<file path="src/tpi_pkg.sv">
// tpi_pkg: widths, register indexes, status codes and reset values for the
// thrust-to-PWM inverse core. No dependencies.
package tpi_pkg;

    localparam int COEF_W     = 48;             // signed coefficient / request width
    localparam int QUAD_W     = COEF_W - 1;     // unsigned quadratic coefficient
    localparam int PWM_W      = 12;
    localparam int IDX_W      = 3;
    localparam int PWM_OFFSET = 1000;

    // d = idle - offset, magnitude and square
    localparam int D_W   = PWM_W + 1;
    localparam int DM_W  = PWM_W;
    localparam int DD_W  = 2 * DM_W;
    localparam int AD_W  = QUAD_W + DD_W;       // A * d*d
    localparam int BD_W  = COEF_W + DM_W;       // |B| * |d|
    localparam int F_W   = AD_W + 3;            // treq + A*d*d + B*d, signed
    localparam int FM_W  = F_W - 1;
    localparam int AF_W  = QUAD_W + FM_W;       // A * |f|
    localparam int BB_W  = 2 * COEF_W;          // B * B
    localparam int DISC_W = AF_W + 4;           // signed discriminant

    // square root chain
    localparam int SQ_BITS = DISC_W / 2;
    localparam int REM_W   = SQ_BITS + 3;

    // division chain
    localparam int N_W   = 64;                  // signed root numerator
    localparam int AN_W  = N_W - 1;
    localparam int M_W   = COEF_W;              // 2*A
    localparam int PW_W  = N_W + 2;             // signed pwm before clamping

    localparam logic [IDX_W-1:0] REG_COEF_QUAD   = 3'd0;
    localparam logic [IDX_W-1:0] REG_COEF_LIN    = 3'd1;
    localparam logic [IDX_W-1:0] REG_COEF_CONST  = 3'd2;
    localparam logic [IDX_W-1:0] REG_IDLE_PWM    = 3'd3;
    localparam logic [IDX_W-1:0] REG_PWM_FLOOR   = 3'd4;
    localparam logic [IDX_W-1:0] REG_PWM_CEILING = 3'd5;

    localparam logic [1:0] ST_OK     = 2'd0;
    localparam logic [1:0] ST_LOW    = 2'd1;
    localparam logic [1:0] ST_HIGH   = 2'd2;
    localparam logic [1:0] ST_NOROOT = 2'd3;

    localparam logic [QUAD_W-1:0] RST_COEF_QUAD = QUAD_W'(1);
    localparam logic [PWM_W-1:0]  RST_IDLE      = PWM_W'(1000);
    localparam logic [PWM_W-1:0]  RST_FLOOR     = PWM_W'(1000);
    localparam logic [PWM_W-1:0]  RST_CEILING   = PWM_W'(2000);

    // flags that ride along the root and divide chains
    typedef struct packed {
        logic noroot;
        logic nneg;
    } tpi_side_t;

    typedef struct packed {
        logic [PWM_W-1:0] pwm;
        logic [1:0]       status;
    } tpi_result_t;

endpackage

</file>
<file path="src/tpi_div_cell.sv">
// tpi_div_cell: one restoring division step, one quotient bit per cell.
// Depends on tpi_pkg.
module tpi_div_cell (
    input  logic                     clk,
    input  logic                     rst_n,
    input  logic                     en,
    input  logic [tpi_pkg::M_W-1:0]  divisor,
    input  logic                     v_in,
    input  logic [tpi_pkg::AN_W-1:0] num_in,
    input  logic [tpi_pkg::M_W-1:0]  rem_in,
    input  logic [tpi_pkg::AN_W-1:0] q_in,
    input  tpi_pkg::tpi_side_t       side_in,
    output logic                     v_out,
    output logic [tpi_pkg::AN_W-1:0] num_out,
    output logic [tpi_pkg::M_W-1:0]  rem_out,
    output logic [tpi_pkg::AN_W-1:0] q_out,
    output tpi_pkg::tpi_side_t       side_out
);
    import tpi_pkg::*;

    logic [M_W:0]    cur;
    logic [M_W:0]    diff;
    logic            fits;
    logic            v_reg;
    logic [AN_W-1:0] num_reg;
    logic [M_W-1:0]  rem_reg;
    logic [AN_W-1:0] q_reg;
    tpi_side_t       side_reg;

    assign cur  = {rem_in, num_in[AN_W-1]};
    assign diff = cur - {1'b0, divisor};
    assign fits = (cur >= {1'b0, divisor});

    always_ff @(posedge clk or negedge rst_n)
    begin
        if (!rst_n)
        begin
            v_reg <= 1'b0;
        end
        else if (en)
        begin
            v_reg <= v_in;
        end
    end

    always_ff @(posedge clk)
    begin
        if (en)
        begin
            num_reg  <= {num_in[AN_W-2:0], 1'b0};
            rem_reg  <= fits ? diff[M_W-1:0] : cur[M_W-1:0];
            q_reg    <= {q_in[AN_W-2:0], fits};
            side_reg <= side_in;
        end
    end

    assign v_out    = v_reg;
    assign num_out  = num_reg;
    assign rem_out  = rem_reg;
    assign q_out    = q_reg;
    assign side_out = side_reg;
endmodule

</file>
<file path="config.mk">
export PLATFORM = sky130hd
export DESIGN_NAME = tpi_div_cell
export DESIGN_NICKNAME = d
export VERILOG_FILES = /design/src/tpi_pkg.sv /design/src/tpi_div_cell.sv
export SDC_FILE = /design/constraint.sdc
export NUM_CORES = 1
export LEC_CHECK = 0
export ABC_AREA = 1
export BUFFER_PORTS_ARGS = -buffer_cell sky130_fd_sc_hd__buf_2
export CORE_ASPECT_RATIO = 1.2
export CORE_MARGIN = 4
export CORE_UTILIZATION = 30
export CTS_BUF_LIST = sky130_fd_sc_hd__clkbuf_8
export DETAILED_ROUTE_END_ITERATION = 8
export RECOVER_POWER = 25
export SLEW_MARGIN = 20
export SYNTH_ARGS = -nofsm -noshare
export SYNTH_HDL_FRONTEND = slang
export SYNTH_SLANG_ARGS = --single-unit
export TNS_END_PERCENT = 30
</file>
<file path="constraint.sdc">
create_clock -name clk -period 0.8 [get_ports clk]
set_input_delay 0.16 -clock clk [delete_from_list [all_inputs] [get_ports clk]]
set_output_delay 0.16 -clock clk [all_outputs]
set_load 0.02 [all_outputs]
</file>
* After elaboration in Yosys (flattened, before gate mapping)
Cells that the tools add are included.
** Word-level totals
- Register bits after elaboration :: 176
- Input port bits :: 228
- Output and inout port bits :: 177
- Word-level logic and storage cells :: 9
** Operators by class
- Add/subtract/negate cells :: 1
- Order comparisons :: 1
- Mux-type cells :: 1
** Operator list (number)
- 49-bit by 48-bit >= comparator with 1-bit output :: 1
- 48-bit two-way mux :: 1
- 48-bit subtractor :: 1

* Longest topological paths before layout
Gate-level depths: netlist of the first run.
- Word-level depth :: 2
- Depth in mapped cells :: 16
- Gate-level depth less buffers :: 16

* Worst setup path before layout of the first run
Ideal clock, no wire load.
- Kind :: input port to flip-flop
- Start :: input divisor[36] (netlist name)
- End :: register rem_reg[27] (netlist: rem_out[27]), data pin
- Setup time :: 0.253 ns
- Data arrival time :: 1.646 ns
- Data required time :: 0.547 ns
- Setup slack :: -1.098 ns
- Stages :: 13
- Path buffers :: 2
- Cell sequence :: inv_1 -> ha_1 -> nand2_1 -> nor2_1 -> inv_2 -> nor2_2 -> inv_2 -> nor2_2 -> nand3_2 -> buf_2 -> buf_6 -> nand4_1 -> nand2_1
** Between the ends
- Word-level cells in the longest chain between the ends :: 2
** RTL lines
- from (decl) :: line tpi_div_cell.sv:7 : input logic [tpi_pkg::M_W-1:0] divisor,
- 49-bit by 48-bit >= comparator with 1-bit output :: line tpi_div_cell.sv:32 : assign fits = (cur >= {1'b0, divisor});
- 48-bit two-way mux :: line tpi_div_cell.sv:51 : rem_reg <= fits ? diff[M_W-1:0] : cur[M_W-1:0];
- to (signal assigned) :: line tpi_div_cell.sv:51
- to (decl) :: line tpi_div_cell.sv:26 : logic [M_W-1:0] rem_reg;
Every way passes these cells.
A chain may end at the register's enable or synchronous reset.

* Final worst setup path of the first run
- Start :: input rem_in[36] (netlist name)
- End :: register rem_reg[18] (netlist: rem_out[18]), data pin
** Between the ends
- Word-level cells in the longest chain between the ends :: 2
** RTL lines
- from (decl) :: line tpi_div_cell.sv:10 : input logic [tpi_pkg::M_W-1:0] rem_in,
- 49-bit by 48-bit >= comparator with 1-bit output :: line tpi_div_cell.sv:32
- 48-bit two-way mux :: line tpi_div_cell.sv:51
Every way passes these cells.

==> results of run 1 <==
Yosys cell counts (3+ instances only):
library cell	count	share of area, %
nor2_2	9	0.53
ha_1	48	5.7
o21bai_1	3	0.21
buf_6	3	0.32
xnor2_1	3	0.25
buf_4	3	0.21
a21oi_1	26	1.2
nand4_1	61	3.6
edfxtp_1	175	50
nor3_1	5	0.24
inv_1	268	9.5
inv_2	9	0.32
nor2_1	85	3.0
clkbuf_1	6	0.21
xor2_1	22	1.8
nand2_2	5	0.30
nand3_2	3	0.28
buf_2	8	0.38
nand2_1	513	18
nand3_1	44	2.1
worst max-delay path: stages:
cell       delay, ps
buf_4            120
ha_4             300
nand2_4           60
nor2_4           140
inv_2             70
nor2_4           100
inv_2             60
nor2_4           120
buf_4            130
a21oi_4           60
buf_6            180
clkbuf_16        170
nand4_1           90
nand2_1           50
through the flow:
step | cells | utilization (%) | setup WS [ps]
2_1_floorplan | 1315 | - | -959
3_3_place_gp | 2338 | 43.8 | -1540
3_5_place_dp | 2338 | 43.8 | -1540
4_1_cts | 2555 | 52.9 | -709
5_1_grt | 2565 | 55.0 | -801
6_report | 2565 | 55.0 | -780
placed cells by master (no fill, tap or decap), drive strengths merged, types with 2 or more instances in the layout:
master       Yosys  final
dlygate4sd3      0    154
inv            277    286
nand3           47     47
edfxtp         175    175
nor3             6      6
nor2            95     95
clkinv           0      6
nand4           61     61
clkbuf           6     30
o21bai           3      3
xor2            22     22
xnor2            3      3
nand2          518    518
nor4             2      2
or2              2      2
a21oi           27     27
ha              48     48
buf             15    610
per-layer routing:
metal  wire length, um  up-vias  part of all wire [%]
met5                62        -                  0.13
met1             17300     5459                    38
met4              1920        8                   4.2
met3              2800       85                   6.1
met2             24000      407                    52
li1                  -     5677                     -
final cells by class:
type	instances	share of cell area [%]
sequential	176	27.6
tap	462	3.02
inverter	277	5.56
timing repair buffer	777	31.0
clock inverter	15	0.869
clock buffer	17	1.22
multi-input combinational	841	30.8
flip-flops by register name (all words and copies together) (netlist names):
signal    cells
num_out      62
side_out      2
q_out        63
v_out         1
rem_out      48
repair_timing:
action,4_1_cts,5_1_grt
setup endpoints to repair,225,225
setup buffers,28,7
pin swaps,29,79
hold buffers,151,3
cloned,6,2
gates resized for setup,278,209
endpoints found under the hold margin,150,3
path summary, 6_finish.rpt:
kind | end | slack [ps] | depth (start not counted) | start
min in group asynchronous | v_out$_DFFE_PN0P_ | 520 | 3 | rst_n
max in group asynchronous | v_out$_DFFE_PN0P_ | 180 | 3 | rst_n
min reg2reg | v_out$_DFFE_PN0P_ | 560 | 1 | v_out$_DFFE_PN0P_
max reg2reg | v_out$_DFFE_PN0P_ | 30 | 1 | v_out$_DFFE_PN0P_
max | rem_out[18]$_DFFE_PP_ | -780 | 14 | rem_in[36]
min | rem_out[5]$_DFFE_PP_ | 40 | 3 | rem_in[4]
cells by family (layout without fill, tap and decap cells):
logic type | Yosys count | after routing
AO/OA/AOI/OAI | 32 | 32
XOR/XNOR | 25 | 25
adder cells (fa/ha/maj) | 49 | 49
buffers and inverters | 298 | 1086
flip-flops | 176 | 176
multiplexers | 1 | 1
other | 1 | 1
AND/OR/NAND/NOR | 733 | 733
power by group:
part / total (mW) / switching, mW / internal (mW)
registers: 11.6 / 0.322 / 11.2
logic: 11.3 / 6.20 / 5.11
clock network: 6.48 / 4.11 / 2.37
total: 29.3 / 10.6 / 18.7
==> results.py, run 1 <==
metrics = {
    "route": {
        "wirelength_um": 46100,
        "antenna_left": 0,
        "drc": 0,
        "vias_per_cell": 4.54,
        "dr.first_iter.drc_count": 713,
        "firstDrtPassIters": 5,
        "num_vias": 11600,
        "wl_per_cell_um": 18.0,
    },
    "place": {
        "hpwl_um": 33700,
        "port_buffers": 402,
        "gp_congestion": 0.932,
        "dpl_cell_area_um2": 15200,
    },
    "cts": {
        "cts_buffer_depth": 2,
        "clock-sinks": 176,
        "clkTransAtPathRegs_ps": 110,
        "cts-htree-levels": 4,
        "insertion_delay_ps": 490,
        "tritoncts": "done",
        "cts_made_buffers": 17,
        "root_buffer": "clkbuf_8",
    },
    "worst_setup_path": {
        "required_ps": 1050,
        "arrival_ps": 1830,
        "crit_type": "input pin to flop",
        "start_kind": "input pin",
        "end_kind": "flop",
        "cp_max_fo": 8,
    },
    "power": {
        "p_leak_nw": 9.46,
        "p_per_area_nw_per_um2": 1530,
        "power_mw": 29.3,
        "ir_worst_vdd_mv": 0.761,
    },
    "synthesis": {
        "async_reset_ff_share_pct": 0.568,
        "synth-compound-area-share_pct": 1.64,
        "synth_ff_type": "edfxtp_1",
        "ys_ff_latch": 176,
        "synth_warnings": 0,
        "synthesis.area_um2": 10600,
        "yosys.area_share.xor_xnor_pct": 2.07,
        "synth_area_per_cell_um2": 8.03,
        "synthAdderAreaFrac_pct": 5.88,
        "synth_top_family_by_area": "simple AND/OR/NAND/NOR gates",
        "syn_nets": 1592,
        "synth_mux_area_share_pct": 0.107,
        "synth-edff-count": 175,
        "seq_area_frac_synth_pct": 50.0,
        "synthSimpleGateAreaFrac_pct": 29.1,
        "synth.distinct_cells": 36,
        "postSynthCellCount": 1315,
    },
    "layout": {
        "fin_area_um2": 19200,
        "final_layout_size_suffix_gt1_share_pct": 50.0,
        "syn_to_final_growth_pct": 81.4,
        "seq_area_um2": 5280,
        "final_net_count": 2367,
        "fillers": 3132,
        "antenna_cells": 0,
        "multi_input_area_um2": 5890,
    },
    "sta": {
        "worst_pin_slew_ps": 506,
        "setup_slack_ps": -780,
        "setup_tns_ps": -107560,
        "skew_ps": 0,
        "fmax_mhz": 633,
        "finalMaxSlewViolations": 0,
        "setup_viol": 226,
        "hold_viol_final": 0,
        "whs_ps": 35.2,
        "relSlewSlack_pct": 66.3,
        "finalCritPeriodShare_pct": 198,
        "rsz0062_at_grt": "true",
        "period_minus_slack_ps": 1580,
    },
    "min_path": {
        "hp-class": "input pin to flop",
    },
    "global_route": {
        "use_met2_pct": 42.1,
        "antenna_found_initial": 4,
        "grt_overflow": 0,
        "grt_max_degree": 35,
        "grt_pass1_vias": 11900,
        "gr-usage-met1_pct": 24.5,
        "gr-usage-all-layers_pct": 22.7,
        "grt-busiest-layer": "met2",
        "grt_pass1_wl_um": 65400,
        "met3_usage_pct": 5.20,
    },
    "floorplanning": {
        "core_um2": 34800,
        "start_util_pct": 30.3,
        "ios": 405,
        "die_y_um": 214,
        "rows": 75,
        "die_x_um": 179,
        "dieArea_um2": 38300,
    },
    "run_status": {
        "violations": "negative setup slack",
        "outcome": "finished, violations left",
    },
    "flow_run": {
        "maxCapViolCount": 0,
    },
}
Note: power is estimated with default switching activity, not from simulation.
==> inputs of run 2 (changes only) <==
--- a/config.mk
+++ b/config.mk
@@ -10,9 +10,9 @@
 export CORE_ASPECT_RATIO = 1.2
 export CORE_MARGIN = 4
 export CORE_UTILIZATION = 30
-export CTS_BUF_LIST = sky130_fd_sc_hd__clkbuf_8
 export DETAILED_ROUTE_END_ITERATION = 8
 export RECOVER_POWER = 25
+export SETUP_SLACK_MARGIN = 0.15
 export SLEW_MARGIN = 20
 export SYNTH_ARGS = -nofsm -noshare
 export SYNTH_HDL_FRONTEND = slang
==> results.py, run 2 (synthesis gave the netlist of run 1 again) <==
metrics = {
    "run_status": {
        "outcome": "finished, violations left",
        "violations": "negative hold slack, negative setup slack",
    },
    "route": {
        "drc": 0,
        "firstDrtPassIters": 5,
        "wirelength_um": 44500,
        "num_vias": 11300,
        "wl_per_cell_um": 17.6,
        "vias_per_cell": 4.47,
        "antenna_left": 0,
        "dr.first_iter.drc_count": 496,
    },
    "global_route": {
        "antenna_found_initial": 6,
        "grt_pass1_wl_um": 62800,
        "gr-usage-all-layers_pct": 21.8,
        "grt_pass1_vias": 11400,
        "grt_max_degree": 35,
        "grt_overflow": 0,
    },
    "cts": {
        "ctsHoldBuffers": 125,
        "cts_buffer_depth": 2,
        "clock-sinks": 176,
        "clkTransAtPathRegs_ps": 80,
        "cts_made_buffers": 17,
        "root_buffer": "clkbuf_16",
        "insertion_delay_ps": 440,
        "cts-htree-levels": 4,
        "tritoncts": "done",
    },
    "sta": {
        "period_minus_slack_ps": 1680,
        "setup_slack_ps": -882,
        "finalCritPeriodShare_pct": 210,
        "worst_pin_slew_ps": 544,
        "relSlewSlack_pct": 63.7,
        "setup_viol": 225,
        "fmax_mhz": 595,
        "whs_ps": -42.7,
        "skew_ps": 0,
        "hold_viol_final": 1,
        "finalMaxSlewViolations": 0,
        "rsz0062_at_grt": "true",
    },
    "worst_setup_path": {
        "cp_max_fo": 7,
        "crit_type": "input pin to flop",
        "required_ps": 1010,
        "rrSetupSlack_ps": 10,
        "start_kind": "input pin",
        "end_kind": "flop",
        "reg2reg_depth": 1,
        "reg2reg_from": "v_out$_DFFE_PN0P_",
        "r2r-end": "v_out$_DFFE_PN0P_",
        "arrival_ps": 1890,
    },
    "floorplanning": {
        "dieArea_um2": 38300,
        "die_y_um": 214,
        "die_x_um": 179,
        "rows": 75,
        "core_um2": 34800,
        "ios": 405,
        "start_util_pct": 30.3,
    },
    "power": {
        "p_per_area_nw_per_um2": 1670,
        "p_leak_nw": 9.15,
        "ir_worst_vdd_mv": 1.41,
    },
    "layout": {
        "seq_area_um2": 5280,
        "largest_reg_flops": 63,
        "final_net_count": 2319,
        "layout_common_cells": "nand2_1 (382), buf_2 (352), inv_1 (228)",
        "layout_commonest_cell": "nand2_1",
        "multi_input_area_um2": 5510,
        "syn_to_final_growth_pct": 73.6,
        "final_layout_size_suffix_gt1_share_pct": 45.9,
        "fillers": 3226,
        "fin_area_um2": 18300,
    },
    "place": {
        "port_buffers": 402,
        "gp_congestion": 0.932,
        "dpl_cell_area_um2": 15200,
        "hpwl_um": 33700,
        "place_ws_ps": -1540,
    },
    "min_path": {
        "hold_end": "v_out$_DFFE_PN0P_",
        "hold_depth": 2,
        "hold_start": "v_in",
        "hp-class": "input pin to flop",
    },
    "flow_run": {
        "maxCapViolCount": 0,
    },
}
## run 2: how the worst max path moves through the flow
stage	from	to	slack (ps)	depth (start not counted)
global placement	num_in[62]	rem_out[34]$_DFFE_PP_	-1540	15
finish	rem_in[19]	rem_out[36]$_DFFE_PP_	-880	16
CTS	num_in[62]	rem_out[36]$_DFFE_PP_	-820	16
floorplan	divisor[35]	rem_out[14]$_DFFE_PP_	-960	16
global route	divisor[11]	rem_out[43]$_DFFE_PP_	-970	17
detailed placement	num_in[62]	rem_out[34]$_DFFE_PP_	-1540	15
## run 2: worst max-delay path: stages
cell and delay (ps):
buf_4 150, ha_4 270, nand2_4 70, inv_1 50
nand2_2 50, nand2_2 70, nand2_2 70, nand2_2 80
nand2_2 70, nand2_2 70, a21oi_4 200, nand3_4 160
buf_12 170, buf_16 150, nand2_4 60, nand2_2 40
## run 2: what timing repair did
action                                 CTS  global route
endpoints found under the hold margin  128             2
resized for setup                      137           174
buffers inserted                         8             9
setup endpoints to repair              226           227
pin swaps                               15            51
cloned                                   1             4
## run 2: per-layer routing
| layer | track usage, % | wire length [um] |
|---|---|---|
| met1 | 23.7 | 16700 |
| met2 | 40.8 | 23100 |
| met3 | 4.50 | 2790 |
| met4 | 8.99 | 1830 |
| met5 | 0 | 65 |
## run 2: area by class of cell
type                       instances  area share [%]
clock buffer                      18            2.34
tap                              462            3.15
inverter                         277            5.77
antenna                            3          0.0410
sequential                       176            28.8
multi-input combinational        841            30.1
clock inverter                    14           0.888
timing repair buffer             729            28.9
## run 2: power breakdown
group          leakage, nW  total, mW  switching [mW]  internal (mW)
Sequential            1.72       11.6           0.318           11.2
Clock                0.289       8.55            4.33           4.22
Combinational         7.14       10.4            5.80           4.61
Total                 9.15       30.5            10.4           20.1
## run 2: through the flow
step | utilization, % | total power [mW] | std cells | setup TNS (ps)
6_report | 52.6 | 30.5 | 2520 | -101790
5_1_grt | 52.6 | 32.0 | 2518 | -114270
4_1_cts | 50.6 | 30.0 | 2504 | -101670
3_5_place_dp | 43.8 | 20.4 | 2338 | -95300
2_1_floorplan | - | 16.3 | 1315 | -45570
3_3_place_gp | 43.8 | 20.3 | 2338 | -91660
==> inputs of run 3 (changes only) <==
--- a/config.mk
+++ b/config.mk
@@ -10,6 +10,7 @@
 export CORE_ASPECT_RATIO = 1.2
 export CORE_MARGIN = 4
 export CORE_UTILIZATION = 30
+export CTS_CLUSTER_DIAMETER = 100
 export DETAILED_ROUTE_END_ITERATION = 8
 export RECOVER_POWER = 25
 export SETUP_SLACK_MARGIN = 0.15
==> constraint.sdc (replaced) <==
create_clock -name clk -period 0.8 [get_ports clk]
set_input_delay 0.08 -clock clk [delete_from_list [all_inputs] [get_ports clk]]
set_output_delay 0.08 -clock clk [all_outputs]
set_load 0.02 [all_outputs]
==> results.py, run 3 (synthesis gave the netlist of run 1 again) <==
metrics = {
    "run_status": {
        "outcome": "finished, violations left",
        "violations": "negative hold slack, negative setup slack",
    },
    "layout": {
        "syn_to_final_growth_pct": 74.4,
        "final_layout_size_suffix_gt1_share_pct": 47.1,
        "fillers": 3200,
        "fin_area_um2": 18400,
        "final_net_count": 2327,
        "largest_reg_flops": 63,
        "layout.cells.non_filler": 2527,
        "layout_commonest_cell": "nand2_1",
        "layout_common_cells": "nand2_1 (371), buf_2 (355), inv_1 (219)",
    },
    "power": {
        "ir_worst_vdd_mv": 1.28,
        "pwr-share-comb_pct": 33.9,
        "p_per_area_nw_per_um2": 1660,
        "seq_power_share_pct": 37.9,
        "p_int_mw": 20.0,
        "p_leak_nw": 9.16,
        "p_sw_share_pct": 34.4,
        "power_mw": 30.5,
        "power_switching_mw": 10.5,
        "p_clk_share_pct": 28.3,
    },
    "sta": {
        "worst_pin_slew_ps": 521,
        "setup_viol": 225,
        "skew_ps": 0,
        "setup_tns_ps": -85560,
        "finalMaxSlewViolations": 0,
        "relSlewSlack_pct": 65.3,
        "fmax_mhz": 624,
        "setup_slack_ps": -802,
        "whs_ps": -9.76,
        "rsz0062_at_grt": "true",
        "finalCritPeriodShare_pct": 200,
        "hold_viol_final": 5,
        "period_minus_slack_ps": 1600,
    },
    "worst_setup_path": {
        "crit_buf_inv": 3,
        "slowest_stage": "ha_4",
        "crit_top_cell": "nand2_1",
        "required_ps": 1010,
        "cp_max_fo": 9,
        "start_kind": "input pin",
        "slowest_delay_ps": 250,
        "crit_chain": "clkbuf_4 -> ha_4 -> nand2_4 -> inv_1 -> nand2_1 -> nand2_1 -> nand2_1 -> nand2_2 -> nand2_2 -> nand2_4 -> a21oi_4 -> nand3_4 -> clkbuf_16 -> nand2_1 -> nand2_1",
        "critical_path.top_delay_family": "simple AND/OR/NAND/NOR gates",
        "crit_type": "input pin to flop",
        "arrival_ps": 1810,
        "end_kind": "flop",
    },
    "cts": {
        "tritoncts": "done",
        "clkTransAtPathRegs_ps": 80,
        "insertion_delay_ps": 440,
        "clock-sinks": 176,
        "cts-htree-levels": 4,
        "cts_made_buffers": 17,
        "root_buffer": "clkbuf_16",
        "cts_buffer_depth": 2,
    },
    "place": {
        "gp_congestion": 0.967,
        "place_inst": 2334,
        "port_buffers": 402,
        "dpl_cell_area_um2": 15200,
        "hpwl_um": 33600,
    },
    "route": {
        "dr.first_iter.drc_count": 542,
        "drc": 0,
        "wl_per_cell_um": 17.9,
        "firstDrtPassIters": 5,
        "antenna_left": 0,
        "wirelength_um": 45300,
        "vias_per_cell": 4.51,
        "num_vias": 11400,
    },
    "global_route": {
        "grt_max_degree": 39,
        "grt_pass1_wl_um": 63100,
        "gr-usage-all-layers_pct": 21.9,
        "grt_pass1_vias": 11400,
        "antenna_found_initial": 5,
        "grt_overflow": 0,
    },
    "floorplanning": {
        "ios": 405,
        "core_um2": 34800,
        "start_util_pct": 30.3,
        "die_x_um": 179,
        "rows": 75,
        "dieArea_um2": 38300,
        "die_y_um": 214,
    },
    "min_path": {
        "hp-class": "input pin to flop",
    },
    "flow_run": {
        "maxCapViolCount": 0,
    },
}
[run 3: cell count changes in the layout (fill, tap and decap cells not counted), moves of 5 or more]
cell,change
nor2_1,-7
nor2_2,+8
buf_4,-6
nand2_2,+12
inv_1,-9
inv_2,+8
nand2_1,-11
clkbuf_2,+5
dlygate4sd3_1,+7
[run 3: routing by layer]
layer	wire length, um	up-vias	global-route usage (%)
met4	2290	6	10.6
li1	-	5610	-
met2	23100	401	39.8
met3	2890	98	4.30
met1	16900	5273	24.3
met5	54	-	0
[run 3: area by class of cell]
cell class | count | area (um^2) | share of cell area (%)
multi-input combinational | 841 | 5510 | 29.9
timing repair buffer | 737 | 5360 | 29.1
clock inverter | 15 | 191 | 1.04
clock buffer | 17 | 425 | 2.31
sequential | 176 | 5280 | 28.7
tap | 462 | 578 | 3.14
inverter | 277 | 1060 | 5.76
antenna | 2 | 5.00 | 0.0272
[run 3: through the flow]
step | hold WS, ps | setup WS, ps | util (%)
2_1_floorplan | -216 | -879 | -
3_3_place_gp | -145 | -1520 | 43.7
3_5_place_dp | -143 | -1510 | 43.7
4_1_cts | -32.2 | -738 | 50.2
5_1_grt | -2.20 | -884 | 52.9
6_report | -9.76 | -802 | 52.9
[run 3: what timing repair did]
| action | in CTS | in global routing |
|---|---|---|
| gates resized for setup | 89 | 245 |
| pin swaps | 6 | 53 |
| endpoints found under the setup margin | 226 | 226 |
| cloned | 1 | 4 |
| buffers inserted | 3 | 19 |
| hold buffers | 130 | 2 |
| endpoints found under the hold margin | 160 | 9 |
[run 3: tightest hold or removal path, cell delays in order]
cell and delay, ps:
buf_6 80, nand4_1 90, nand2_1 80
[run 3: path summary, 6_finish.rpt]
path	slack [ps]	cells past startpoint	endpoint	from
max	-800	15	rem_out[24]$_DFFE_PP_	rem_in[19]
min	-10	3	rem_out[26]$_DFFE_PP_	rem_in[25]
max reg2reg	30	1	v_out$_DFFE_PN0P_	v_out$_DFFE_PN0P_
min reg2reg	560	1	v_out$_DFFE_PN0P_	v_out$_DFFE_PN0P_
max in group asynchronous	230	3	v_out$_DFFE_PN0P_	rst_n
min in group asynchronous	470	3	v_out$_DFFE_PN0P_	rst_n
[run 3: power by group through the flow]
| stage | combinational [mW] | sequential [mW] | clock (mW) |
|---|---|---|---|
| 2_1_floorplan | 3.42 | 12.9 | 0 |
| 3_3_place_gp | 8.56 | 11.7 | 0 |
| 3_5_place_dp | 8.64 | 11.7 | 0 |
| 4_1_cts | 9.45 | 11.5 | 8.87 |
| 5_1_grt | 11.2 | 11.6 | 9.24 |
| 6_report | 10.3 | 11.6 | 8.63 |
