### src/tpi_pkg.sv
// tpi_pkg: widths, register indexes, status codes and reset values for the
// thrust-to-PWM inverse core. No dependencies.
package tpi_pkg;

    localparam int COEF_W     = 48;             // signed coefficient / request width
    localparam int QUAD_W     = COEF_W - 1;     // unsigned quadratic coefficient
    localparam int PWM_W      = 12;
    localparam int IDX_W      = 3;
    localparam int PWM_OFFSET = 1000;

    // d = idle - offset, magnitude and square
    localparam int D_W   = PWM_W + 1;
    localparam int DM_W  = PWM_W;
    localparam int DD_W  = 2 * DM_W;
    localparam int AD_W  = QUAD_W + DD_W;       // A * d*d
    localparam int BD_W  = COEF_W + DM_W;       // |B| * |d|
    localparam int F_W   = AD_W + 3;            // treq + A*d*d + B*d, signed
    localparam int FM_W  = F_W - 1;
    localparam int AF_W  = QUAD_W + FM_W;       // A * |f|
    localparam int BB_W  = 2 * COEF_W;          // B * B
    localparam int DISC_W = AF_W + 4;           // signed discriminant

    // square root chain
    localparam int SQ_BITS = DISC_W / 2;
    localparam int REM_W   = SQ_BITS + 3;

    // division chain
    localparam int N_W   = 64;                  // signed root numerator
    localparam int AN_W  = N_W - 1;
    localparam int M_W   = COEF_W;              // 2*A
    localparam int PW_W  = N_W + 2;             // signed pwm before clamping

    localparam logic [IDX_W-1:0] REG_COEF_QUAD   = 3'd0;
    localparam logic [IDX_W-1:0] REG_COEF_LIN    = 3'd1;
    localparam logic [IDX_W-1:0] REG_COEF_CONST  = 3'd2;
    localparam logic [IDX_W-1:0] REG_IDLE_PWM    = 3'd3;
    localparam logic [IDX_W-1:0] REG_PWM_FLOOR   = 3'd4;
    localparam logic [IDX_W-1:0] REG_PWM_CEILING = 3'd5;

    localparam logic [1:0] ST_OK     = 2'd0;
    localparam logic [1:0] ST_LOW    = 2'd1;
    localparam logic [1:0] ST_HIGH   = 2'd2;
    localparam logic [1:0] ST_NOROOT = 2'd3;

    localparam logic [QUAD_W-1:0] RST_COEF_QUAD = QUAD_W'(1);
    localparam logic [PWM_W-1:0]  RST_IDLE      = PWM_W'(1000);
    localparam logic [PWM_W-1:0]  RST_FLOOR     = PWM_W'(1000);
    localparam logic [PWM_W-1:0]  RST_CEILING   = PWM_W'(2000);

    // flags that ride along the root and divide chains
    typedef struct packed {
        logic noroot;
        logic nneg;
    } tpi_side_t;

    typedef struct packed {
        logic [PWM_W-1:0] pwm;
        logic [1:0]       status;
    } tpi_result_t;

endpackage

### src/tpi_sqrt_cell.sv
// tpi_sqrt_cell: one restoring square-root step, one root bit per cell.
// Depends on tpi_pkg.
module tpi_sqrt_cell (
    input  logic                       clk,
    input  logic                       rst_n,
    input  logic                       en,
    input  logic                       v_in,
    input  logic [tpi_pkg::DISC_W-1:0] rad_in,
    input  logic [tpi_pkg::REM_W-1:0]  rem_in,
    input  logic [tpi_pkg::SQ_BITS-1:0] root_in,
    input  tpi_pkg::tpi_side_t         side_in,
    output logic                       v_out,
    output logic [tpi_pkg::DISC_W-1:0] rad_out,
    output logic [tpi_pkg::REM_W-1:0]  rem_out,
    output logic [tpi_pkg::SQ_BITS-1:0] root_out,
    output tpi_pkg::tpi_side_t         side_out
);
    import tpi_pkg::*;

    logic [REM_W-1:0]   cur;
    logic [REM_W-1:0]   trial;
    logic               fits;
    logic               v_reg;
    logic [DISC_W-1:0]  rad_reg;
    logic [REM_W-1:0]   rem_reg;
    logic [SQ_BITS-1:0] root_reg;
    tpi_side_t          side_reg;

    assign cur   = {rem_in[REM_W-3:0], rad_in[DISC_W-1 -: 2]};
    assign trial = REM_W'({root_in, 2'b01});
    assign fits  = (cur >= trial);

    always_ff @(posedge clk or negedge rst_n)
    begin
        if (!rst_n)
        begin
            v_reg <= 1'b0;
        end
        else if (en)
        begin
            v_reg <= v_in;
        end
    end

    always_ff @(posedge clk)
    begin
        if (en)
        begin
            rad_reg  <= {rad_in[DISC_W-3:0], 2'b00};
            rem_reg  <= fits ? (cur - trial) : cur;
            root_reg <= {root_in[SQ_BITS-2:0], fits};
            side_reg <= side_in;
        end
    end

    assign v_out    = v_reg;
    assign rad_out  = rad_reg;
    assign rem_out  = rem_reg;
    assign root_out = root_reg;
    assign side_out = side_reg;
endmodule

### config.mk
export PLATFORM = sky130hd
export DESIGN_NAME = tpi_sqrt_cell
export DESIGN_NICKNAME = d
export VERILOG_FILES = /design/src/tpi_pkg.sv /design/src/tpi_sqrt_cell.sv
export SDC_FILE = /design/constraint.sdc
export NUM_CORES = 1
export LEC_CHECK = 0
export BUFFER_PORTS_ARGS = -buffer_cell sky130_fd_sc_hd__buf_2
export CORE_AREA = 2 2 198 200
export CTS_CLUSTER_DIAMETER = 120
export CTS_CLUSTER_SIZE = 10
export DETAILED_ROUTE_END_ITERATION = 8
export DIE_AREA = 0 0 200 202
export HOLD_SLACK_MARGIN = 0.06
export SETUP_SLACK_MARGIN = 0.02
export SLEW_MARGIN = 5
export SYNTH_ARGS = -nofsm -noshare
export SYNTH_HDL_FRONTEND = slang
export SYNTH_SLANG_ARGS = --single-unit
### constraint.sdc
create_clock -name clk -period 0.8 [get_ports clk]
set_input_delay 0.16 -clock clk [delete_from_list [all_inputs] [get_ports clk]]
set_output_delay 0.16 -clock clk [all_outputs]
set_load 0.05 [all_outputs]
## Yosys cells after proc, flatten, opt, wreduce, memory -nomap -nowiden

Cells that the tools add are included.

- Add/sub/neg operators: 1
- Multiplexer cells: 1
- $lt $le $gt $ge: 1

Operator list:

| cell | count |
|---|---|
| $ge 65x64->1 | 1 |
| $mux 65 | 1 |
| $sub 65x64->65 | 1 |

- Register bits after elaboration: 252
- Output and inout bits: 254
- Bits of input ports: 257
- Word-level logic and storage cells: 9

## Longest topological paths before layout

Gate-level depths: netlist (run 1).

- Word-level depth: 2
- Gate-level depth with buffers: 16
- Mapped depth without buffers: 12

## Worst setup path before layout (run 1)

No wires, ideal clock.

- Path kind: input to register
- From: input port root_in[56] (netlist bit)
- To: register rem_reg[17], in the netlist rem_out[17], data pin
- Required time: 0.540 ns
- Library setup time: 0.260 ns
- Slack: -2.060 ns
- Data arrival time: 2.600 ns
- Path buffers: 1
- Stages: 12
- Cell sequence: inv_1 > ha_1 > a21o_1 > a21o_1 > a21o_1 > a21o_1 > a21o_1 > a2111oi_0 > o21ai_1 > nor2_4 > buf_6 > mux2_2

- Cells in the longest elaborated chain, start to end: 2

Ends and longest elaborated chain:

| element | RTL line | text |
|---|---|---|
| start, declared | tpi_sqrt_cell.sv:10 | `input logic [tpi_pkg::SQ_BITS-1:0] root_in,` |
| $ge 65x64->1 | tpi_sqrt_cell.sv:31 | `assign fits = (cur >= trial);` |
| $mux 65 | tpi_sqrt_cell.sv:50 | `rem_reg <= fits ? (cur - trial) : cur;` |
| end signal, assigned | tpi_sqrt_cell.sv:50 |  |
| end, declared | tpi_sqrt_cell.sv:25 | `logic [REM_W-1:0] rem_reg;` |

No other way between the ends.
A chain may end at the register's enable or synchronous reset.

## Worst setup path in the final report (run 1)

- From: input port root_in[57] (netlist bit)
- To: register rem_reg[31], in the netlist rem_out[31], data pin

Same word-level chain as after synthesis.

==> results by group, run 1 <==
Status
  • Status: finished, violations left
  • Failing checks: setup timing

Setup path
  • Crit path DAT: 2.62 ns
  • R2r setup slk: 0.03 ns
  • Crit end category: flip-flop
  • CP max FO: 11
  • CP required: around 1.1 ns
  • CP startpoint kind: input port
  • Kind of critical path: in2reg

Pwr
  • Gate power share: 0.377
  • Seq pwr share: 0.368
  • Switch Pwr: ~16 mW
  • Leakage: between 10 and 15 nW
  • Clock network power share: 0.255
  • Pint: ~30 mW
  • Total power after layout: 46.04 mW
  • VDD IR max: about 2.1 mV
  • Sw Share: 0.3398
  • Pwr/cell area: ~1900 nW/um2

Layout
  • Layout cell share with drive strength beyond 1: 0.4780
  • Layout Utilization: 0.6318
  • Layout Cells excl Fill: around 2,600
  • Nets: 2,422
  • Commonest cells after routing, fill and taps aside: buf_4, buf_6, edfxtp_1
  • Synth-to-layout area growth: 95.22%
  • Fill count: 2,727
  • Final Instance Area: about 24,000 um2
  • Most common cell after layout, fill and taps aside: buf_4

STA
  • Clock period minus worst slack: roughly 2.3 ns
  • Slew Viols, Final: 0
  • Clock Skews: 0 ns
  • Hold Vio Cnt, Final: 0
  • Worst hold margin: about 0.028 ns
  • Final setup violation count: 320
  • Setup ws final: -1.516 ns
  • FMAX: roughly 0.43 GHz
  • TNS Setup: -217.17 ns
  • RSZ-0062 raised after global routing: yes
  • Fin crit share: 2.895

Detailed routing
  • Initial DRC Count: a little under 700
  • WL/cell: 20.00 um
  • DR pass1 iterations: 5
  • Vias post-DR: 12,550
  • Vias per cell: approximately 4.8
  • Routed Wire Length: ~53 mm
  • Final ANT Viol Nets: 0
  • DRC Markers: 0

Global routing
  • Gr ovfl total: 0
  • First-pass GRT wire length: around 80 mm
  • Largest net degree at the start of global routing: 27
  • Vias in the first global route: about 14,000
  • Gr usage total: 0.2537
  • Initial antenna violation count: 7

Place
  • Placement Setup Slack: -2.337 ns
  • Dpl cells: about 2,300
  • RD Place Congestion: about 0.9
  • I/O Buffers: 506
  • Placement Cell Area: roughly 18,000 um2
  • HPWL Detailed: 35.75 mm

Clock tree
  • # clock sinks: ~250
  • Root buf cell: clkbuf_16
  • CTS max path bufs: 3
  • Clock buffer count from CTS: 29
  • CTS tree: done
  • Clk pin slew, worst setup/hold paths: around 0.060 ns
  • Depth of the CTS H-tree: 1
  • Later-pin clock latency in the skew report: between 0.5 and 0.6 ns

Logic synthesis
  • Yosys cell types: 59
  • Synth area leaders: edfxtp_1, ha_1, o21ai_0
  • Post-synth top area share: 0.6083
  • Area of the mapped netlist: around 12,000 um2
  • EDFF count, synth: 251
  • Post-synth ARST share: 0.003968
  • Post-Synthesis Cells: approximately 1,000
  • Ys Warns: 0
  • Sequential fraction of the synthesis area: 0.6103
  • Cell taking the most area after synthesis: edfxtp_1
  • Number of synthesized register bits: 252
  • Syn avg cell area: 11.82 um2
  • Leading register cell type out of synthesis: edfxtp_1

Floorplanning
  • Row count: roughly 70
  • Starting Density: 0.3236
  • Die H: about 200 um
  • Die Width: 200 um
  • Core Area: about 38,000 um2
  • I/O Pins: about 510
  • Total die area: 40,400 um2

Run
  • Max-Cap Viols: 0

Min path
  • Hold WC Path Type: in2reg
Yosys cell counts, drive strengths merged, types with 5 or more instances:
library cell / instances
xnor2: 36
a31oi: 5
nor2b: 8
o211ai: 9
buf: 13
and2: 6
clkbuf: 25
inv: 80
and3: 8
ha: 64
or3: 7
nand2: 114
nand3: 11
nor3: 16
nand4: 22
o21a: 16
edfxtp: 251
nor2: 43
a21o: 29
nand2b: 5
o21ai: 104
nor4: 6
a21oi: 86
o21bai: 14
mux2: 7
xor2: 22
final timing paths:
| path | from | end | depth (start not counted) |
|---|---|---|---|
| min in group asynchronous | rst_n | v_out | 3 |
| setup / recovery | root_in[57] | rem_out[31] | 13 |
| max in group asynchronous | rst_n | v_out | 3 |
| hold reg to reg | v_out | v_out | 1 |
| setup reg to reg | v_out | v_out | 1 |
| hold / removal | rem_in[52] | rem_out[54] | 3 |
power groups by stage:
stage          Combinational, mW  Clock, mW  Sequential [mW]
2_1_floorplan               3.56          0             21.4
3_3_place_gp                13.5          0             16.8
3_5_place_dp                13.7          0             16.8
4_1_cts                     17.0       11.9             16.9
5_1_grt                     18.3       12.5             17.0
6_report                    17.4       11.8             16.9
state kept, by name, summed over array words and instances, names as in the netlist:
| signal | count |
|---|---|
| side_out | 2 |
| root_out | 62 |
| rad_out | 122 |
| rem_out | 65 |
| v_out | 1 |
kinds of logic after synthesis:
| family | Yosys count | share of synthesized area |
|---|---|---|
| buffers and inverters | 118 | 0.03797 |
| XOR/XNOR | 58 | 0.04100 |
| multiplexers | 7 | 0.006362 |
| flip-flops | 252 | 0.6103 |
| adder cells (fa/ha/maj) | 64 | 0.06463 |
| AND/OR/NAND/NOR | 253 | 0.09583 |
| AO/OA/AOI/OAI | 295 | 0.1436 |
| other | 1 | 0.0003026 |
cell type report:
| class | instances | area, um2 | share of cell area |
|---|---|---|---|
| inverter | 80 | 357.8 | 0.01479 |
| clock buffer | 39 | 763.2 | 0.03155 |
| multi-input combinational | 679 | 5271 | 0.2179 |
| antenna | 6 | 15.01 | 0.0006207 |
| sequential | 252 | 7564 | 0.3127 |
| tap | 518 | 648.1 | 0.02679 |
| timing repair buffer | 1059 | 9553 | 0.3949 |
| clock inverter | 2 | 17.52 | 0.0007242 |
metal layers:
layer / global-route usage / vias up / share of wire
li1: - / 5978 / -
met1: 0.2718 / 6008 / 0.36
met2: 0.4852 / 459 / 0.53
met3: 0.03588 / 107 / 0.057
met4: 0.1148 / 2 / 0.046
met5: 0 / - / 0.00025
worst max-delay path: stages:
cell	delay (ns)
buf_2	0.11
inv_1	0.09
ha_4	0.21
buf_4	0.13
a21o_1	0.17
a21o_1	0.16
a21o_1	0.16
a21o_1	0.17
a2111oi_2	0.34
o21ai_2	0.14
nor2_4	0.28
buf_12	0.19
mux2_4	0.30
repair_timing:
action,CTS,global route
hold buffers,248,1
cloned,5,1
endpoints found under the hold margin,262,16
pin swaps,63,21
gates resized for setup,669,37
endpoints found under the setup margin,318,320
buffers inserted,25,3
No activity file was read; power rests on OpenSTA's default activity.
==> run 2, diff against run 1 <==
--- a/config.mk
+++ b/config.mk
@@ -13,7 +13,8 @@
 export DIE_AREA = 0 0 200 202
 export HOLD_SLACK_MARGIN = 0.06
 export SETUP_SLACK_MARGIN = 0.02
-export SLEW_MARGIN = 5
+export SKIP_LAST_GASP = 1
+export SLEW_MARGIN = 10
 export SYNTH_ARGS = -nofsm -noshare
 export SYNTH_HDL_FRONTEND = slang
 export SYNTH_SLANG_ARGS = --single-unit
==> constraint.sdc (replaced) <==
create_clock -name clk -period 0.8 [get_ports clk]
set_input_delay 0.12 -clock clk [delete_from_list [all_inputs] [get_ports clk]]
set_output_delay 0.12 -clock clk [all_outputs]
set_load 0.05 [all_outputs]
==> run 2 against run 1 <==
Net effect:
- clock power is essentially flat
- sequential cell count unchanged
- fmax is 4.5% lower
- the flow finishes with violations (hold timing, setup timing)
- clock-buffer cell count grew 1
==> results by group, run 2 (synthesized netlist as in run 1, its figures left out) <==
Status
  • Status: finished, violations left
  • Failing checks: hold timing, setup timing

Place
  • Placement Setup Slack: -2.331 ns (+0.006120 ns)
  • I/O Buffers: 506 (unchanged)
  • RD Place Congestion: 0.8884 (about the same)
  • HPWL Detailed: 35.82 mm (+0.20%)

STA
  • Slew Viols, Final: 0 (unchanged)
  • Final setup violation count: 318 (-0.63%)
  • FMAX: 0.4122 GHz (-4.5%)
  • Setup ws final: -1.626 ns (-0.1099 ns)
  • RSZ-0062 raised after global routing: yes
  • Worst hold margin: -0.01418 ns (-0.04178 ns)
  • Hold Vio Cnt, Final: 1 (+1)
  • Fin crit share: 3.032 (+0.1374)
  • Clock period minus worst slack: 2.426 ns (+0.1099 ns)
  • Clock Skews: 0 ns (unchanged)

Setup path
  • Kind of critical path: in2reg
  • CP max FO: 8 (-3)
  • Worst r2r src: v_out
  • CP required: 1.09 ns (-0.02 ns)
  • Crit path DAT: 2.72 ns (+0.10 ns)
  • CP startpoint kind: input port
  • R2r setup slk: 0.03 ns (about the same)
  • Crit end category: flip-flop
  • Worst R2R Path Depth: 1 (unchanged)
  • Reg2Reg Capture Point: v_out

Min path
  • Hold Path Sink: rem_out[54]
  • Hold WC Path Type: in2reg
  • Worst hold path startpoint: rem_in[52]
  • Hold-critical path depth: 3 (unchanged)

Floorplanning
  • Total die area: 40,400 um2 (unchanged)
  • Die H: 202 um (unchanged)
  • Starting Density: 0.3236 (unchanged)
  • I/O Pins: 511 (unchanged)
  • Die Width: 200 um (unchanged)
  • Row count: 72 (unchanged)
  • Core Area: 38,290 um2 (unchanged)

Global routing
  • First-pass GRT wire length: 78.47 mm (+0.84%)
  • Gr ovfl total: 0 (unchanged)
  • Gr usage total: 0.2570 (+0.003366)
  • Vias in the first global route: 13,780 (+0.83%)
  • Initial antenna violation count: 8 (+1)
  • Largest net degree at the start of global routing: 35 (+30%)

Layout
  • Layout Utilization: 0.6313 (about the same)
  • Area of the multi-input gates: 5414 um2 (+2.7%)
  • Max reg flops: 122 (unchanged)
  • Fill count: 2,778 (+1.9%)
  • Most common cell after layout, fill and taps aside: buf_4
  • Nets: 2,415 (-0.29%)
  • Layout cell share with drive strength beyond 1: 0.4829 (+0.004917)
  • Synth-to-layout area growth: 95.07% (about the same)
  • Register area: 7564 um2 (unchanged)
  • Commonest cells after routing, fill and taps aside: buf_4, buf_6, edfxtp_1

Detailed routing
  • Met3 wire len: 3.201 mm (+5.7%)
  • Top Metal Used: met5
  • DRC Markers: 0 (unchanged)
  • Final ANT Viol Nets: 0 (unchanged)
  • WL met2: 27.99 mm (-0.45%)
  • Initial DRC Count: 572 (-16%)
  • Routed Wire Length: 53.60 mm (+1.7%)
  • WL/cell: 20.39 um (+2.0%)
  • Vias post-DR: 12,590 (+0.26%)
  • DR pass1 iterations: 5 (unchanged)
  • Met1 Routed Length: 19.39 mm (+1.3%)
  • Vias per cell: 4.790 (+0.53%)

Pwr
  • Pwr/cell area: 1907 nW/um2 (+0.18%)
  • VDD IR max: 1.701 mV (-20%)
  • Switch Pwr: 15.74 mW (+0.62%)
  • Leakage: 10.43 nW (about the same)
  • Gate power share: 0.378 (about the same)
  • Sw Share: 0.3415 (+0.001749)
  • Clock network power share: 0.255 (about the same)
  • Seq pwr share: 0.367 (about the same)
  • Pint: 30.35 mW (-0.16%)

Clock tree
  • Root buf cell: clkbuf_16
  • Clock buffer count from CTS: 29 (unchanged)
  • Clk pin slew, worst setup/hold paths: 0.06 ns (about the same)
  • CTS tree: done
  • # clock sinks: 252 (unchanged)
  • CTS max path bufs: 3 (unchanged)
  • Depth of the CTS H-tree: 1 (unchanged)
  • Later-pin clock latency in the skew report: 0.54 ns (about the same)

Run
  • Max-Cap Viols: 0 (unchanged)
run 2: final cells by class:
cell class,count,share of cell area
timing repair buffer,1052,0.3884
sequential,252,0.3129
multi-input combinational,679,0.2240
clock buffer,40,0.03173
tap,518,0.02681
inverter,80,0.01512
antenna,6,0.0006212
clock inverter,1,0.0003624
run 2: critical path, cell delays in order:
cell       delay (ns)
buf_6            0.10
ha_4             0.30
nand2_4          0.07
nor4_4           0.26
o2111ai_2        0.14
and3b_2          0.25
a211o_1          0.33
a211oi_4         0.28
o21a_2           0.20
nor2_4           0.08
buf_8            0.15
buf_12           0.12
buf_12           0.14
nand2_1          0.07
o21ai_0          0.10
run 2: repair_timing:
action                                  CTS  global route
endpoints found under the setup margin  318           318
pin swaps                                44            35
endpoints found under the hold margin   250             5
hold buffers                            246             1
cloned                                    7             1
resized for setup                       653            87
buffers inserted                         22            12
run 2: per-layer routing:
metal | track usage | vias to the layer above
met5 | 0 | -
met4 | 0.1410 | 4
met3 | 0.04522 | 125
met2 | 0.4773 | 468
met1 | 0.2721 | 6031
li1 | - | 5959
run 2: worst max-delay path by stage:
stage	start	endpoint	cells past startpoint	slack [ns]
final	rem_in[8]	rem_out[10]	15	-1.63
after global routing	root_in[8]	rem_out[9]	16	-1.73
after CTS	root_in[8]	rem_out[9]	15	-1.55
after detailed placement	root_in[13]	rem_out[60]	15	-2.33
after global placement	root_in[13]	rem_out[52]	15	-2.29
after floorplan	root_in[13]	rem_out[17]	13	-1.77
run 2: stage by stage:
step	instances	power, mW	instance area [um2]	setup TNS (ns)
2_1_floorplan	1049	24.95	12880	-113.45
3_3_place_gp	2298	30.03	18000	-168.72
3_5_place_dp	2298	30.15	18000	-173.73
4_1_cts	2613	45.57	23780	-211.21
5_1_grt	2628	47.81	24170	-225.80
6_report	2628	46.09	24170	-209.08
run 2: power by group through the flow:
stage               clock, mW  combinational [mW]  sequential [mW]
detailed placement          0                13.4             16.8
finish                   11.7                17.4             16.9
floorplan                   0                3.56             21.4
CTS                      11.9                16.9             16.8
global placement            0                13.3             16.8
global route             12.5                18.3             17.0
==> run 3, diff against run 2 <==
--- a/config.mk
+++ b/config.mk
@@ -7,11 +7,13 @@
 export LEC_CHECK = 0
 export BUFFER_PORTS_ARGS = -buffer_cell sky130_fd_sc_hd__buf_2
 export CORE_AREA = 2 2 198 200
+export CTS_BUF_LIST = sky130_fd_sc_hd__clkbuf_16
 export CTS_CLUSTER_DIAMETER = 120
 export CTS_CLUSTER_SIZE = 10
 export DETAILED_ROUTE_END_ITERATION = 8
 export DIE_AREA = 0 0 200 202
 export HOLD_SLACK_MARGIN = 0.06
+export PLACE_DENSITY = 0.65
 export SETUP_SLACK_MARGIN = 0.02
 export SKIP_LAST_GASP = 1
 export SLEW_MARGIN = 10
==> run 3 against run 2 <==
Net effect:
- the flow still finishes with violations (hold timing, setup timing)
- global-route usage up 0.27 points
- register-to-register slack worse by 0.03 ns
- routed wire length up 0.76%
- cell count down 0.80%
- fmax about the same
- worst hold slack worse by 0.0027 ns
- largest cell class unchanged
==> results by group, run 3 (synthesized netlist as in run 1, its figures left out) <==
Min path
  • Worst hold path startpoint: rem_in[52]
  • Hold WC Path Type: in2reg
  • Hold Path Sink: rem_out[54]
  • Hold-critical path depth: 3 (unchanged)

STA
  • RSZ-0062 raised after global routing: yes
  • Slew Viols, Final: 0 (unchanged)
  • Setup ws final: -1.625 ns (+0.0003900 ns)
  • Clock Skews: 0 ns (unchanged)
  • Clock period minus worst slack: 2.425 ns (-0.0003900 ns)
  • Worst hold margin: -0.01684 ns (-0.002656 ns)
  • FMAX: 0.4123 GHz (about the same)
  • Fin crit share: 3.032 (about the same)
  • Hold Vio Cnt, Final: 1 (unchanged)
  • Final setup violation count: 318 (unchanged)

Place
  • RD Place Congestion: 0.8983 (+1.1%)
  • HPWL Detailed: 36.08 mm (+0.71%)
  • Dpl cells: 2,294 (-0.17%)
  • I/O Buffers: 506 (unchanged)

Clock tree
  • CTS tree: done
  • Later-pin clock latency in the skew report: 0.54 ns (about the same)
  • # clock sinks: 252 (unchanged)
  • CTS max path bufs: 3 (unchanged)
  • Clock buffer count from CTS: 29 (unchanged)
  • Clk pin slew, worst setup/hold paths: 0.07 ns (about the same)
  • Root buf cell: clkbuf_16
  • Depth of the CTS H-tree: 1 (unchanged)
  • Hold_buf cts: 248 (+0.81%)

Setup path
  • CP top delay family: compound AO/OA/AOI/OAI gates
  • Kind of critical path: in2reg
  • CP max-delay cell: a211o_1
  • Bufs and invs on worst path: 4 (unchanged)
  • Crit end category: flip-flop
  • CP most frequent cell: buf_8
  • R2r setup slk: 0 ns (-0.03 ns)
  • Worst R2R Path Depth: 1 (unchanged)
  • CP max FO: 21 (+13)
  • Crit path cell chain: buf_8 -> ha_4 -> buf_6 -> o211ai_1 -> o21bai_4 -> o2111ai_2 -> and3b_2 -> a211o_1 -> a211oi_2 -> o21a_2 -> nor2_4 -> buf_12 -> buf_8 -> nand2_1 -> o21ai_0
  • Crit path DAT: 2.71 ns (about the same)
  • CP startpoint kind: input port
  • CP required: 1.08 ns (about the same)
  • Reg2Reg Capture Point: v_out
  • Worst r2r src: v_out
  • CP max stage delay: 0.34 ns (about the same)

Layout
  • Layout Cells excl Fill: 2,607 (-0.80%)
  • Most common cell after layout, fill and taps aside: buf_4
  • Commonest cells after routing, fill and taps aside: buf_4, buf_6, edfxtp_1
  • Max reg flops: 122 (unchanged)
  • Synth-to-layout area growth: 90.44%
  • Nets: 2,399 (-0.66%)
  • Layout cell share with drive strength beyond 1: 0.4559 (-0.02695)
  • Layout Utilization: 0.6163 (-0.01500)

Global routing
  • Gr ovfl total: 0 (unchanged)
  • Vias in the first global route: 13,670 (-0.75%)
  • Gr usage total: 0.2597 (+0.002651)
  • First-pass GRT wire length: 79.46 mm (+1.3%)
  • Initial antenna violation count: 3 (-5)
  • Largest net degree at the start of global routing: 47 (+34%)

Floorplanning
  • Row count: 72 (unchanged)
  • Core Area: 38,290 um2 (unchanged)
  • Die H: 202 um (unchanged)
  • Total die area: 40,400 um2 (unchanged)
  • Starting Density: 0.3236 (unchanged)
  • I/O Pins: 511 (unchanged)
  • Die Width: 200 um (unchanged)

Detailed routing
  • WL/cell: 20.72 um (+1.6%)
  • Final ANT Viol Nets: 0 (unchanged)
  • Vias per cell: 4.891 (+2.1%)
  • Vias post-DR: 12,750 (+1.3%)
  • DR pass1 iterations: 5 (unchanged)
  • Routed Wire Length: 54.01 mm (+0.76%)
  • DRC Markers: 0 (unchanged)
  • Initial DRC Count: 663 (+16%)

Pwr
  • VDD IR max: 1.672 mV (-1.7%)
  • Leakage: 10.26 nW (-1.6%)
  • Total power after layout: 45.41 mW (-1.5%)
  • Pwr/cell area: 1925 nW/um2 (+0.93%)

Status
  • Status: finished, violations left
  • Failing checks: hold timing, setup timing

Run
  • Max-Cap Viols: 0 (unchanged)
## run 3: cell types whose count changed in the layout (fill, tap and decap cells not counted), moves of 6 or more
cell,previous run,this run
a21oi_1,68,75
o21ai_1,26,32
clkbuf_1,11,0
buf_6,268,255
o21ai_2,15,8
nand2_1,81,95
buf_4,273,266
buf_2,230,237
nand2_2,16,10
inv_1,52,70
nand2_4,17,9
## run 3: worst max-delay path by stage
stage | startpoint | endpoint | depth (start not counted)
3_5_place_dp | root_in[56] | rem_out[35] | 17
5_1_grt | root_in[0] | rem_out[36] | 16
6_report | rem_in[0] | rem_out[40] | 15
4_1_cts | root_in[0] | rem_out[59] | 16
2_1_floorplan | root_in[13] | rem_out[17] | 13
3_3_place_gp | root_in[56] | rem_out[32] | 17
## run 3: tightest hold or removal path: stages
cell    delay [ns]
buf_2         0.09
buf_4         0.11
mux2_4        0.13
## run 3: stage by stage
stage	TNS, ns	hold WS (ns)	worst slack, ns	instance area (um2)
global placement	-179.77	-0.1050	-2.239	17930
floorplan	-113.45	-0.1756	-1.770	12880
detailed placement	-186.88	-0.09550	-2.361	17930
global route	-230.01	-0.03168	-1.734	23600
finish	-213.05	-0.01684	-1.625	23600
CTS	-207.47	-0.04271	-1.528	23460
## run 3: area by class of cell
cell class | instances | area [um2]
Sequential cell | 252 | 7564
Antenna cell | 1 | 2.502
Multi-Input combinational cell | 679 | 5146
Timing Repair Buffer | 1036 | 9107
Fill cell | 2837 | 14690
Inverter | 80 | 352.8
Clock inverter | 12 | 50.05
Clock buffer | 29 | 725.7
Tap cell | 518 | 648.1
## run 3: what timing repair did
| action | CTS | global route |
|---|---|---|
| buffers inserted | 20 | 1 |
| gates cloned | 3 | 1 |
| hold endpoints to repair | 251 | 4 |
| pin swaps | 22 | 16 |
| gates resized for setup | 622 | 48 |
| setup endpoints to repair | 319 | 319 |
## run 3: power breakdown
| group | leakage [nW] | switching (mW) | internal, mW | total, mW |
|---|---|---|---|---|
| Combinational | 7.37 | 9.64 | 7.26 | 16.9 |
| Sequential | 2.47 | 0.742 | 16.2 | 16.9 |
| Clock | 0.421 | 5.19 | 6.40 | 11.6 |
| Total | 10.3 | 15.6 | 29.8 | 45.4 |
## run 3: metal layers
layer	share of wire	track usage	vias up
li1	-	-	5921
met1	0.36	0.2731	6140
met2	0.53	0.4869	537
met3	0.059	0.04489	149
met4	0.058	0.1384	4
met5	0.00050	0	-
